==> src/hw/rtl/mck_pkg.sv <==
// Package for the Morse character keyer: sequencer states, divider selectors,
// character range constants and the Morse code table.
// No dependencies; imported by morse_character_keyer_core.
`default_nettype none

package mck_pkg;

  // Sequencer states.
  typedef enum logic [1:0] {
    ST_IDLE,
    ST_DIV,
    ST_EMIT
  } mck_state_t;

  // Which timing value the shared divider is working on.
  typedef enum logic [1:0] {
    DIV_UNIT,
    DIV_DAH,
    DIV_TAIL
  } mck_div_sel_t;

  // Speed limits and reset value of the speed register.
  localparam logic [4:0] WPM_MIN   = 5'd10;
  localparam logic [4:0] WPM_MAX   = 5'd30;
  localparam logic [4:0] WPM_RESET = 5'd25;

  // Dividends for one unit, one dah and the closing gap.
  localparam logic [8:0] UNIT_DIVIDEND = 9'd120;
  localparam logic [8:0] DAH_DIVIDEND  = 9'd360;
  localparam logic [8:0] TAIL_DIVIDEND = 9'd240;

  // Character ranges.
  localparam logic [7:0] CH_SPACE     = 8'h20;
  localparam logic [7:0] CH_SLASH     = 8'h2f;
  localparam logic [7:0] CH_NINE      = 8'h39;
  localparam logic [7:0] CH_A         = 8'h41;
  localparam logic [7:0] CH_Z         = 8'h5a;
  localparam logic [7:0] LETTER_BASE  = 8'h36;

  localparam int unsigned TABLE_SIZE = 37;

  // Upper five bits: elements from the top bit (1 = dah); lower three bits:
  // element count. Entry 0 is the slash, then digits, then letters.
  localparam logic [7:0] CODE_TABLE [TABLE_SIZE] = '{
    8'h95,
    8'hfd, 8'h7d, 8'h3d, 8'h1d, 8'h0d, 8'h05, 8'h85, 8'hc5, 8'he5, 8'hf5,
    8'h42, 8'h84, 8'ha4, 8'h83, 8'h01, 8'h24, 8'hc3, 8'h04, 8'h02, 8'h74,
    8'ha3, 8'h44, 8'hc2, 8'h82, 8'he3, 8'h64, 8'hd4, 8'h43, 8'h03, 8'h81,
    8'h23, 8'h14, 8'h63, 8'h94, 8'hb4, 8'hc4
  };

endpackage

`default_nettype wire

==> src/hw/rtl/morse_character_keyer_core.sv <==
// Morse character keyer: turns one ASCII character into a run of keying
// periods counted in 10 ms ticks.
// Depends on mck_pkg for states, constants and the code table.
//
// Usage:
//   The slave stream takes one character per transfer: s_tdata[7:0] holds the
//   ASCII code and s_tdata[8] the key line enable. The master stream gives one
//   period per transfer: key line level, sidetone and length in ticks, with
//   m_tuser set for a character that has no code and m_tlast on the final
//   period of the character. The speed register is written through cfg_we and
//   cfg_wdata; values below 10 act as 10 and values above 30 as 30.
//   After a character is accepted, a single shift-and-subtract divider works
//   out the unit, dah and closing gap lengths in turn, six steps each; the
//   first period is offered once the closing gap length has been stored.
//   While the receiver is ready, each period is followed directly by the
//   next, up to 11 periods per character. s_tready stays low from acceptance
//   until the final period has been transferred.
//   When the receiver stalls, the current period is held unchanged.
//   Reset returns the block to idle with no pending output and sets the speed
//   to 25 words per minute.
`default_nettype none

module morse_character_keyer_core
  import mck_pkg::*;
(
  input  wire logic        clk,
  input  wire logic        rst,
  // Speed register write port
  input  wire logic        cfg_we,
  input  wire logic [4:0]  cfg_wdata,
  // Character input stream
  input  wire logic        s_tvalid,
  output logic             s_tready,
  input  wire logic [15:0] s_tdata,   // [7:0] character, [8] drive_output, rest zero
  // Period output stream
  output logic             m_tvalid,
  input  wire logic        m_tready,
  output logic [7:0]       m_tdata,   // [0] key_line, [1] sounder, [7:2] duration_ticks
  output logic             m_tuser,   // [0] unsupported
  output logic             m_tlast
);

  // Control state
  mck_state_t   state;
  mck_state_t   state_next;
  logic [4:0]   wpm_reg;

  // Character and divider registers
  logic [7:0]   ch_reg;
  logic         drive_reg;
  logic [4:0]   wpm_eff;
  logic [8:0]   rem;
  logic [4:0]   quo;
  logic [2:0]   step;
  mck_div_sel_t div_sel;
  logic [5:0]   unit_len;
  logic [5:0]   dah_len;
  logic [5:0]   tail_len;

  // Emission registers
  logic         unsup;
  logic [2:0]   elem_left;
  logic [4:0]   code_bits;
  logic         in_gap;

  // Shared divider step and character decode signals
  logic [9:0]   div_shifted;
  logic         div_ge;
  logic [5:0]   div_quot;
  logic [4:0]   wpm_clamped;
  logic         is_space;
  logic         is_digit;
  logic         is_letter;
  logic [7:0]   tbl_offset;
  logic [5:0]   tbl_idx;
  logic [7:0]   tbl_code;
  logic         out_last;
  logic         in_xfer;
  logic         out_xfer;

  assign in_xfer  = s_tvalid && s_tready;
  assign out_xfer = m_tvalid && m_tready;

  // Speed clamped to the supported range.
  always_comb begin
    if (wpm_reg < WPM_MIN) begin
      wpm_clamped = WPM_MIN;
    end else if (wpm_reg > WPM_MAX) begin
      wpm_clamped = WPM_MAX;
    end else begin
      wpm_clamped = wpm_reg;
    end
  end

  // One restoring division step: compare the remainder with the shifted divisor.
  assign div_shifted = {5'd0, wpm_eff} << step;
  assign div_ge      = {1'b0, rem} >= div_shifted;
  assign div_quot    = {quo, div_ge};

  // Character decode and table lookup.
  always_comb begin
    is_space  = (ch_reg == CH_SPACE);
    is_digit  = (ch_reg >= CH_SLASH) && (ch_reg <= CH_NINE);
    is_letter = (ch_reg >= CH_A) && (ch_reg <= CH_Z);
    if (is_letter) begin
      tbl_offset = ch_reg - LETTER_BASE;
    end else begin
      tbl_offset = ch_reg - CH_SLASH;
    end
    tbl_idx  = tbl_offset[5:0];
    tbl_code = (is_digit || is_letter) ? CODE_TABLE[tbl_idx] : 8'h00;
  end

  // The final period is the unsupported marker or the closing gap.
  assign out_last = unsup || (elem_left == 3'd0);

  // Speed register.
  always_ff @(posedge clk) begin
    if (rst) begin
      wpm_reg <= WPM_RESET;
    end else if (cfg_we) begin
      wpm_reg <= cfg_wdata;
    end
  end

  // Sequencer state register.
  always_ff @(posedge clk) begin
    if (rst) begin
      state <= ST_IDLE;
    end else begin
      state <= state_next;
    end
  end

  // Next state.
  always_comb begin
    state_next = state;
    unique case (state)
      ST_IDLE: begin
        if (in_xfer) begin
          state_next = ST_DIV;
        end
      end
      ST_DIV: begin
        if ((step == 3'd0) && (div_sel == DIV_TAIL)) begin
          state_next = ST_EMIT;
        end
      end
      ST_EMIT: begin
        if (out_xfer && out_last) begin
          state_next = ST_IDLE;
        end
      end
      default: begin
        state_next = ST_IDLE;
      end
    endcase
  end

  // Handshake and payload outputs.
  always_comb begin
    s_tready = 1'b0;
    m_tvalid = 1'b0;
    m_tdata  = 8'd0;
    m_tuser  = 1'b0;
    m_tlast  = 1'b0;
    unique case (state)
      ST_IDLE: begin
        s_tready = 1'b1;
      end
      ST_DIV: begin
        s_tready = 1'b0;
      end
      ST_EMIT: begin
        m_tvalid = 1'b1;
        m_tlast  = out_last;
        if (unsup) begin
          m_tuser = 1'b1;
        end else if (elem_left == 3'd0) begin
          m_tdata = {tail_len, 2'b00};
        end else if (!in_gap) begin
          m_tdata = {(code_bits[4] ? dah_len : unit_len), 1'b1, drive_reg};
        end else begin
          m_tdata = {unit_len, 2'b00};
        end
      end
      default: begin
        s_tready = 1'b0;
      end
    endcase
  end

  // Datapath: capture, shared divider iterations and period sequencing.
  always_ff @(posedge clk) begin
    unique case (state)
      ST_IDLE: begin
        if (in_xfer) begin
          ch_reg    <= s_tdata[7:0];
          drive_reg <= s_tdata[8];
          wpm_eff   <= wpm_clamped;
          rem       <= UNIT_DIVIDEND;
          quo       <= 5'd0;
          step      <= 3'd5;
          div_sel   <= DIV_UNIT;
        end
      end
      ST_DIV: begin
        if (step != 3'd0) begin
          if (div_ge) begin
            rem <= rem - div_shifted[8:0];
          end
          quo  <= div_quot[4:0];
          step <= step - 3'd1;
        end else begin
          // Division finished: store it and start the next one, or after the closing gap load the code.
          step <= 3'd5;
          quo  <= 5'd0;
          unique case (div_sel)
            DIV_UNIT: begin
              unit_len <= div_quot;
              rem      <= DAH_DIVIDEND;
              div_sel  <= DIV_DAH;
            end
            DIV_DAH: begin
              dah_len <= div_quot;
              rem     <= TAIL_DIVIDEND;
              div_sel <= DIV_TAIL;
            end
            DIV_TAIL: begin
              tail_len  <= div_quot;
              unsup     <= !(is_space || is_digit || is_letter);
              elem_left <= tbl_code[2:0];
              code_bits <= tbl_code[7:3];
              in_gap    <= 1'b0;
            end
            default: begin
              div_sel <= DIV_UNIT;
            end
          endcase
        end
      end
      ST_EMIT: begin
        if (out_xfer && !out_last) begin
          if (!in_gap) begin
            in_gap <= 1'b1;
          end else begin
            in_gap    <= 1'b0;
            elem_left <= elem_left - 3'd1;
            code_bits <= {code_bits[3:0], 1'b0};
          end
        end
      end
      default: begin
        in_gap <= 1'b0;
      end
    endcase
  end

  // The block never offers a period while it is taking a character.
  assert property (@(posedge clk) disable iff (rst) !(m_tvalid && s_tready))
    else $error("output valid while input ready");

  // Every keyed or gap period has a non-zero length.
  assert property (@(posedge clk) disable iff (rst)
    (m_tvalid && !m_tuser) |-> (m_tdata[7:2] != 6'd0))
    else $error("zero-length period");

  // A character without a code yields a single, final period.
  assert property (@(posedge clk) disable iff (rst) (m_tvalid && m_tuser) |-> m_tlast)
    else $error("unsupported result not final");

  // After the final period is transferred the block is ready for a new character.
  assert property (@(posedge clk) disable iff (rst)
    (m_tvalid && m_tready && m_tlast) |=> s_tready)
    else $error("not ready after final transfer");

endmodule

`default_nettype wire

==> config.mk <==
export PLATFORM = sky130hd
export DESIGN_NAME = morse_character_keyer_core
export DESIGN_NICKNAME = d
export VERILOG_FILES = /design/src/hw/rtl/mck_pkg.sv /design/src/hw/rtl/morse_character_keyer_core.sv
export SDC_FILE = /design/constraint.sdc
export NUM_CORES = 1
export LEC_CHECK = 0
export BUFFER_PORTS_ARGS = -buffer_cell sky130_fd_sc_hd__buf_2
export CORE_AREA = 2 2 86 121
export DETAILED_ROUTE_END_ITERATION = 10
export DIE_AREA = 0 0 88 123
export PLACE_DENSITY = 0.74
export SLEW_MARGIN = 5
export SYNTH_ARGS = -nofsm -noshare
export SYNTH_HDL_FRONTEND = slang
export SYNTH_SLANG_ARGS = --single-unit
==> constraint.sdc <==
create_clock -name clk -period 3 [get_ports clk]
set_input_delay 0.75 -clock clk [delete_from_list [all_inputs] [get_ports clk]]
set_output_delay 0.75 -clock clk [all_outputs]
set_load 0.02 [all_outputs]
==> results of run 1 <==
metal layers:
metal  vias to the layer above  GRT usage, %
met5                         -             0
met4                         2          6.63
li1                       1711             -
met3                        25          4.01
met2                       124          30.1
met1                      1569          21.8
worst reg2reg max path, cell delays in order (launching register included):
cell	delay, ns
edfxtp_1	0.43
buf_6	0.15
mux2i_4	0.23
mux2i_1	0.12
buf_4	0.14
a22oi_1	0.25
ha_1	0.31
nor2b_1	0.14
o21ai_0	0.14
nand2_1	0.09
o21a_1	0.21
o21ai_4	0.24
a31oi_4	0.17
worst max-delay path by stage:
stage,from,endpoint,slack (ns)
3_5_place_dp,step[0]$_SDFFCE_PN1P_,rem[2]$_SDFFCE_PN0P_,-0.1
5_1_grt,step[0]$_SDFFCE_PN1P_,rem[0]$_SDFFCE_PN0P_,-0.07
6_report,step[0]$_SDFFCE_PN1P_,rem[7]$_SDFFCE_PN0P_,0.08
4_1_cts,step[0]$_SDFFCE_PN1P_,rem[0]$_SDFFCE_PN0P_,0.03
3_3_place_gp,step[0]$_SDFFCE_PN1P_,rem[7]$_SDFFCE_PN0P_,-0.07
2_1_floorplan,ch_reg[0]$_DFFE_PP_,elem_left[2]$_DFFE_PP_,0.02
through the flow:
stage / utilization [%] / TNS, ns / power [uW] / hold slack [ns]
after detailed placement: 49.0 / -0.898 / 1770 / 0.460
after floorplan: - / 0 / 1580 / 0.440
final: 53.4 / 0 / 2880 / 0.477
after global placement: 49.0 / -0.649 / 1750 / 0.450
after global routing: 53.4 / -0.662 / 3010 / 0.495
after CTS: 52.2 / 0 / 2830 / 0.474
what timing repair did:
action,in CTS,in global routing
endpoints found under the setup margin,9,16
pin swaps,0,14
gates cloned,0,1
setup buffers,0,5
resized for setup,2,21
power groups by stage:
stage	Clock [uW]	Combinational, uW	Sequential [uW]
floorplan	0	420	1150
global placement	0	581	1170
detailed placement	0	603	1170
CTS	1060	614	1150
global route	1110	741	1160
finish	1060	671	1150
cell usage in the layout, fill, tap and decap left out, types with 3 or more instances in the layout:
cell type,count
edfxtp_1,61
nor2_1,46
buf_4,38
buf_2,30
a21oi_1,29
nand2_1,28
ha_1,27
nor3_1,21
inv_1,17
mux2i_1,15
o21ai_0,12
xnor2_1,10
clkbuf_16,9
nand2b_1,8
a31oi_1,8
o21ai_1,8
a21o_1,7
and3_1,7
nand3_1,7
dfxtp_1,7
nor2b_1,5
and2_1,5
o31ai_1,5
nor3b_1,5
nor4_1,4
o211ai_1,4
a21oi_2,3
o21a_1,3
a311oi_1,3
nand4_1,3
a211oi_1,3
kinds of logic after synthesis:
family / share of synthesized area [%]
fa+ha+maj: 8.69
flops: 46.2
buf+inv: 3.93
compound gates: 16.0
mux: 4.81
xor+xnor: 2.46
simple gates: 17.8
area by class of cell:
type                    count  area (um2)  share of cell area (%)
clock buffers               9         225                    4.33
clock inverters             7        75.1                    1.44
inverters                  20        77.6                    1.49
multi-input cells         320        2220                    42.7
flip-flops and latches     68        1970                    37.9
well taps                 135         169                    3.25
repair buffers             70         458                    8.81
==> impl_metrics.sql, run 1 <==
INSERT INTO impl_metrics (metric_group, metric, value, unit) VALUES
('die', 'coreArea', '9740', 'um2'),
('setup_path', 'cp.depth', '12', ''),
('power', 'p_int', '2060', 'uW'),
('setup_path', 'worst-r2r-cell-count', '12', ''),
('power', 'power_leakage', '0.00208', 'uW'),
('die', 'dieArea', '10800', 'um2'),
('outcome', 'outcome', 'complete, no violations', ''),
('die', 'placement_rows', '43', ''),
('sta', 'clock_skew', '0.00632', 'ns'),
('grt', 'grt_use_total', '17.7', '%'),
('power', 'share_clk_of_total_power', '36.6', '%'),
('hold_path', 'min_to', 'tail_len[5]$_DFFE_PP_', ''),
('cts', 'cts_tree', 'built', ''),
('synth', 'synth_fp_nets', '484', ''),
('die', 'floorplan.initialDensity', '43.8', '%'),
('synth', 'synth_edf_count', '61', ''),
('sta', 'setup_viol', '0', ''),
('cells_and_area', 'finalNonFillerCells', '629', ''),
('synth', 'post_synth_most_frequent_cells', 'edfxtp_1 (61), nor2_1 (47), a21oi_1 (31)', ''),
('cells_and_area', 'fillCellCount', '848', ''),
('grt', 'grt_first_pass_wirelength', '14900', 'um'),
('die', 'die_x', '88', 'um'),
('grt', 'via_count_of_the_first_global_routing_pass', '3275', ''),
('synth', 'yosys_top_cell_by_area', 'edfxtp_1', ''),
('sta', 'report.final.hold_viol_count', '0', ''),
('grt', 'grt_overflow', '0', ''),
('cells_and_area', 'postLayoutCellArea', '5200', 'um2'),
('routing', 'drt_iter0_drc', '347', ''),
('synth', 'mappedNetlistArea', '4260', 'um2'),
('cts', 'numCtsBuffers', '9', ''),
('synth', 'synth_top_area_share', '43.0', '%'),
('cells_and_area', 'diodes', '0', ''),
('routing', 'routed_wirelength', '9190', 'um'),
('power', 'power.share.sequential', '40.1', '%'),
('setup_path', 'worst-endpoint-required', '3.05', 'ns'),
('cells_and_area', 'final_layout_size_suffix_gt1_share', '22.5', '%'),
('synth', 'instance_count_of_the_mapped_netlist', '429', ''),
('power', 'pwr_density_cell', '554', 'nW/um2'),
('cells_and_area', 'largest_register_ffs', '9', ''),
('hold_path', 'timing.hold.worst.start', 'quo[4]$_SDFFCE_PN0P_', ''),
('sta', 'post-route-min-period', '2.92', 'ns'),
('cts', 'clkTransAtPathRegs', '0.06', 'ns'),
('synth', 'synth.yosys.warnings', '0', ''),
('die', 'chipHeight', '123', 'um'),
('sta', 'final-max-slew-violation-count', '0', ''),
('cts', 'htree_levels', '3', ''),
('setup_path', 'cp_slowest_stage_delay', '0.43', 'ns'),
('synth', 'ys_async_sr_fraction', '0', '%'),
('routing', 'route.detailed.drc', '0', ''),
('synth', 'synth_top_cells_by_area', 'edfxtp_1 (43%), ha_1 (8.2%), nor2_1 (4.1%)', ''),
('routing', 'routed-wl-met3', '464', 'um'),
('setup_path', 'reg2reg_slack', '0.08', 'ns'),
('cts', 'worst_skew_pair.late_latency', '0.33', 'ns'),
('setup_path', 'path_delay_family', 'compound AO/OA/AOI/OAI gates', ''),
('placement', 'finalWeightedCongestion', '0.874', ''),
('cts', 'tritoncts_num_sinks', '68', ''),
('placement', 'post_dp_hpwl', '6780', 'um'),
('die', 'io_pins', '38', ''),
('synth', 'synth-main-ff-cell', 'edfxtp_1', ''),
('flow_run', 'drv.max_cap_violation_count', '0', ''),
('setup_path', 'worstReg2RegEnd', 'rem[7]$_SDFFCE_PN0P_', ''),
('power', 'switching_share', '28.4', '%'),
('routing', 'top_layer_used', 'met5', ''),
('sta', 'fin_ws', '0.0830', 'ns'),
('synth', 'post_synth.cell_area_avg', '9.94', 'um2'),
('placement', 'numPlacedInstances', '608', ''),
('grt', 'grt_antenna_before_repair', '1', ''),
('setup_path', 'crit_path_end_kind', 'flip-flop', ''),
('cells_and_area', 'area_growth_syn_to_layout', '21.9', '%'),
('setup_path', 'worst_setup_path_start_kind', 'flip-flop', ''),
('sta', 'max_freq', '343', 'MHz');
Power figures use the tool's default switching activity.
==> run 2: changes to the inputs <==
Settings changed: REMOVE_ABC_BUFFERS from default to 1.
==> impl_metrics.sql, run 2 (synthesis gave the netlist of run 1 again) <==
INSERT INTO impl_metrics (metric_group, metric, value, unit) VALUES
('outcome', 'outcome', 'complete, no violations', ''),
('sta', 'post-route-min-period', '3.00', 'ns'),
('routing', 'drt_iter0_drc', '327', ''),
('cells_and_area', 'leading_cell_type_in_the_layout_fill_and_taps_excluded', 'edfxtp_1', ''),
('die', 'floorplan.initialDensity', '43.8', '%'),
('routing', 'routed_wirelength', '9220', 'um'),
('grt', 'grt_antenna_before_repair', '0', ''),
('cells_and_area', 'layout.nets', '538', ''),
('routing', 'detailroute.via_count', '3393', ''),
('setup_path', 'worst_setup_path_start_kind', 'flip-flop', ''),
('cells_and_area', 'diodes', '0', ''),
('die', 'coreArea', '9740', 'um2'),
('die', 'placement_rows', '43', ''),
('setup_path', 'critical_path_maximum_fanout', '4', ''),
('cts', 'tritoncts_num_sinks', '68', ''),
('sta', 'grt_setup_unrepaired', 'yes', ''),
('routing', 'antenna_left', '0', ''),
('sta', 'setup_viol', '0', ''),
('die', 'chipHeight', '123', 'um'),
('placement', 'finalWeightedCongestion', '0.973', ''),
('routing', 'post_dr_wirelength_cell', '14.8', 'um'),
('grt', 'grt_use_total', '17.3', '%'),
('cts', 'numCtsBuffers', '9', ''),
('sta', 'final-max-slew-violation-count', '0', ''),
('cells_and_area', 'area_growth_syn_to_layout', '21.2', '%'),
('cts', 'cts_tree', 'built', ''),
('setup_path', 'worst-endpoint-required', '3.09', 'ns'),
('flow_run', 'drv.max_cap_violation_count', '0', ''),
('hold_path', 'hp-class', 'flip-flop to flip-flop', ''),
('grt', 'grt_start_max_net_pins', '16', ''),
('routing', 'detail_route.vias_per_cell', '5.45', ''),
('cts', 'max_buffers_root_to_sink', '2', ''),
('grt', 'via_count_of_the_first_global_routing_pass', '3210', ''),
('setup_path', 'critPathKind', 'flip-flop to flip-flop', ''),
('setup_path', 'crit_arrival', '3.09', 'ns'),
('sta', 'report.final.hold_viol_count', '0', ''),
('sta', 'max_slew_margin', '61.0', '%'),
('sta', 'fin_ws', '0.00327', 'ns'),
('placement', 'post_placement_setup_slack', '-0.101', 'ns'),
('routing', 'detailedRoute.firstPassIterationCount', '5', ''),
('cts', 'htree_levels', '3', ''),
('placement', 'placedInstanceArea', '4720', 'um2'),
('setup_path', 'crit_path_end_kind', 'flip-flop', ''),
('die', 'io_pins', '38', ''),
('hold_path', 'min_to', 'unit_len[5]$_DFFE_PP_', ''),
('placement', 'post_dp_hpwl', '6800', 'um'),
('setup_path', 'worstReg2RegEnd', 'rem[4]$_SDFFCE_PN1P_', ''),
('sta', 'timing_worst_slew_pin_value', '0.579', 'ns'),
('cells_and_area', 'final_layout_size_suffix_gt1_share', '23.0', '%'),
('sta', 'max_freq', '334', 'MHz'),
('routing', 'route.detailed.drc', '0', ''),
('grt', 'grt_overflow', '0', ''),
('cells_and_area', 'final_cell_mix', 'edfxtp_1 (61), nor2_1 (45), buf_4 (32)', ''),
('grt', 'grt_first_pass_wirelength', '14700', 'um'),
('cts', 'cts_hold_repair.buffers', '0', ''),
('sta', 'clock_skew', '0.00628', 'ns'),
('setup_path', 'regToRegStartpoint', 'step[0]$_SDFFCE_PN1P_', ''),
('hold_path', 'timing.hold.worst.start', 'quo[4]$_SDFFCE_PN0P_', ''),
('cells_and_area', 'largest_register_ffs', '9', ''),
('hold_path', 'whs_path_depth', '0', ''),
('cts', 'clkTransAtPathRegs', '0.06', 'ns'),
('die', 'dieArea', '10800', 'um2'),
('placement', 'numPortBuffers', '30', ''),
('cells_and_area', 'fillCellCount', '857', ''),
('cts', 'ctsRootBufferMaster', 'clkbuf_16', ''),
('die', 'die_x', '88', 'um'),
('sta', 'final.hold.worst_slack', '0.481', 'ns'),
('cells_and_area', 'postLayoutCellArea', '5170', 'um2'),
('setup_path', 'worst-r2r-cell-count', '15', ''),
('power', 'power_leakage', '0.00209', 'uW'),
('sta', 'min_period_over_period', '99.9', '%'),
('cts', 'worst_skew_pair.late_latency', '0.33', 'ns'),
('power', 'vdd_ir_drop_max', '360', 'uV'),
('setup_path', 'reg2reg_slack', '0.003', 'ns'),
('power', 'pwr_density_cell', '555', 'nW/um2');
[run 2: power breakdown]
group | switching (uW) | leakage, uW | internal [uW] | total [uW]
combinational | 355 | 0.00131 | 298 | 654
clock | 405 | 0.000151 | 656 | 1060
sequential | 42.8 | 0.000629 | 1110 | 1150
total | 803 | 0.00209 | 2070 | 2870
[run 2: cell type report]
type | instances | area [um2] | area share (%)
Multi-Input combinational cell | 319 | 2220 | 43.0
Sequential cell | 68 | 1970 | 38.2
Timing Repair Buffer | 65 | 424 | 8.21
Clock buffer | 9 | 225 | 4.36
Tap cell | 135 | 169 | 3.27
Clock inverter | 7 | 82.6 | 1.60
Inverter | 20 | 75.1 | 1.45
[run 2: how the worst max path moves through the flow]
stage / startpoint / to / slack (ns) / depth (start not counted)
after detailed placement: step[0]$_SDFFCE_PN1P_ / rem[2]$_SDFFCE_PN0P_ / -0.10 / 14
after CTS: step[0]$_SDFFCE_PN1P_ / rem[2]$_SDFFCE_PN0P_ / 0.03 / 12
after floorplan: step[0]$_SDFFCE_PN1P_ / rem[0]$_SDFFCE_PN0P_ / -0.11 / 11
final: step[0]$_SDFFCE_PN1P_ / rem[4]$_SDFFCE_PN1P_ / 0.003 / 15
after global routing: step[0]$_SDFFCE_PN1P_ / rem[4]$_SDFFCE_PN1P_ / -0.11 / 15
after global placement: step[0]$_SDFFCE_PN1P_ / rem[0]$_SDFFCE_PN0P_ / -0.03 / 15
[run 2: per-stage QoR]
step	setup TNS (ns)	util, %	cells	total power, uW
CTS	0	51.6	618	2810
global placement	-0.291	48.4	602	1720
floorplan	-0.953	-	407	1560
finish	0	53.1	623	2870
detailed placement	-0.908	48.4	602	1740
global route	-0.926	53.1	623	2990
[run 2: routing by layer]
layer	vias up	wire (um)	track usage (%)
met3	23	479	2.47
met1	1568	3860	21.0
met5	-	0	0
met2	111	4670	29.5
met4	0	208	8.85
li1	1691	-	-
[run 2: timing repair]
| action | in CTS | in global routing |
|---|---|---|
| pin swaps | 0 | 19 |
| setup endpoints to repair | 12 | 18 |
| setup buffers | 0 | 6 |
| cloned | 0 | 1 |
| resized for setup | 3 | 29 |
[run 2: critical path, stage by stage (launching register included)]
cell,delay (ns)
edfxtp_1,0.45
buf_6,0.17
buf_6,0.12
mux2_4,0.31
nor2_4,0.12
a21oi_2,0.05
mux2i_1,0.16
ha_1,0.30
nand4_1,0.15
nor2_1,0.06
nor2_1,0.09
nand2_1,0.08
o21a_1,0.20
o21ai_2,0.19
a31oi_2,0.13
buf_4,0.19
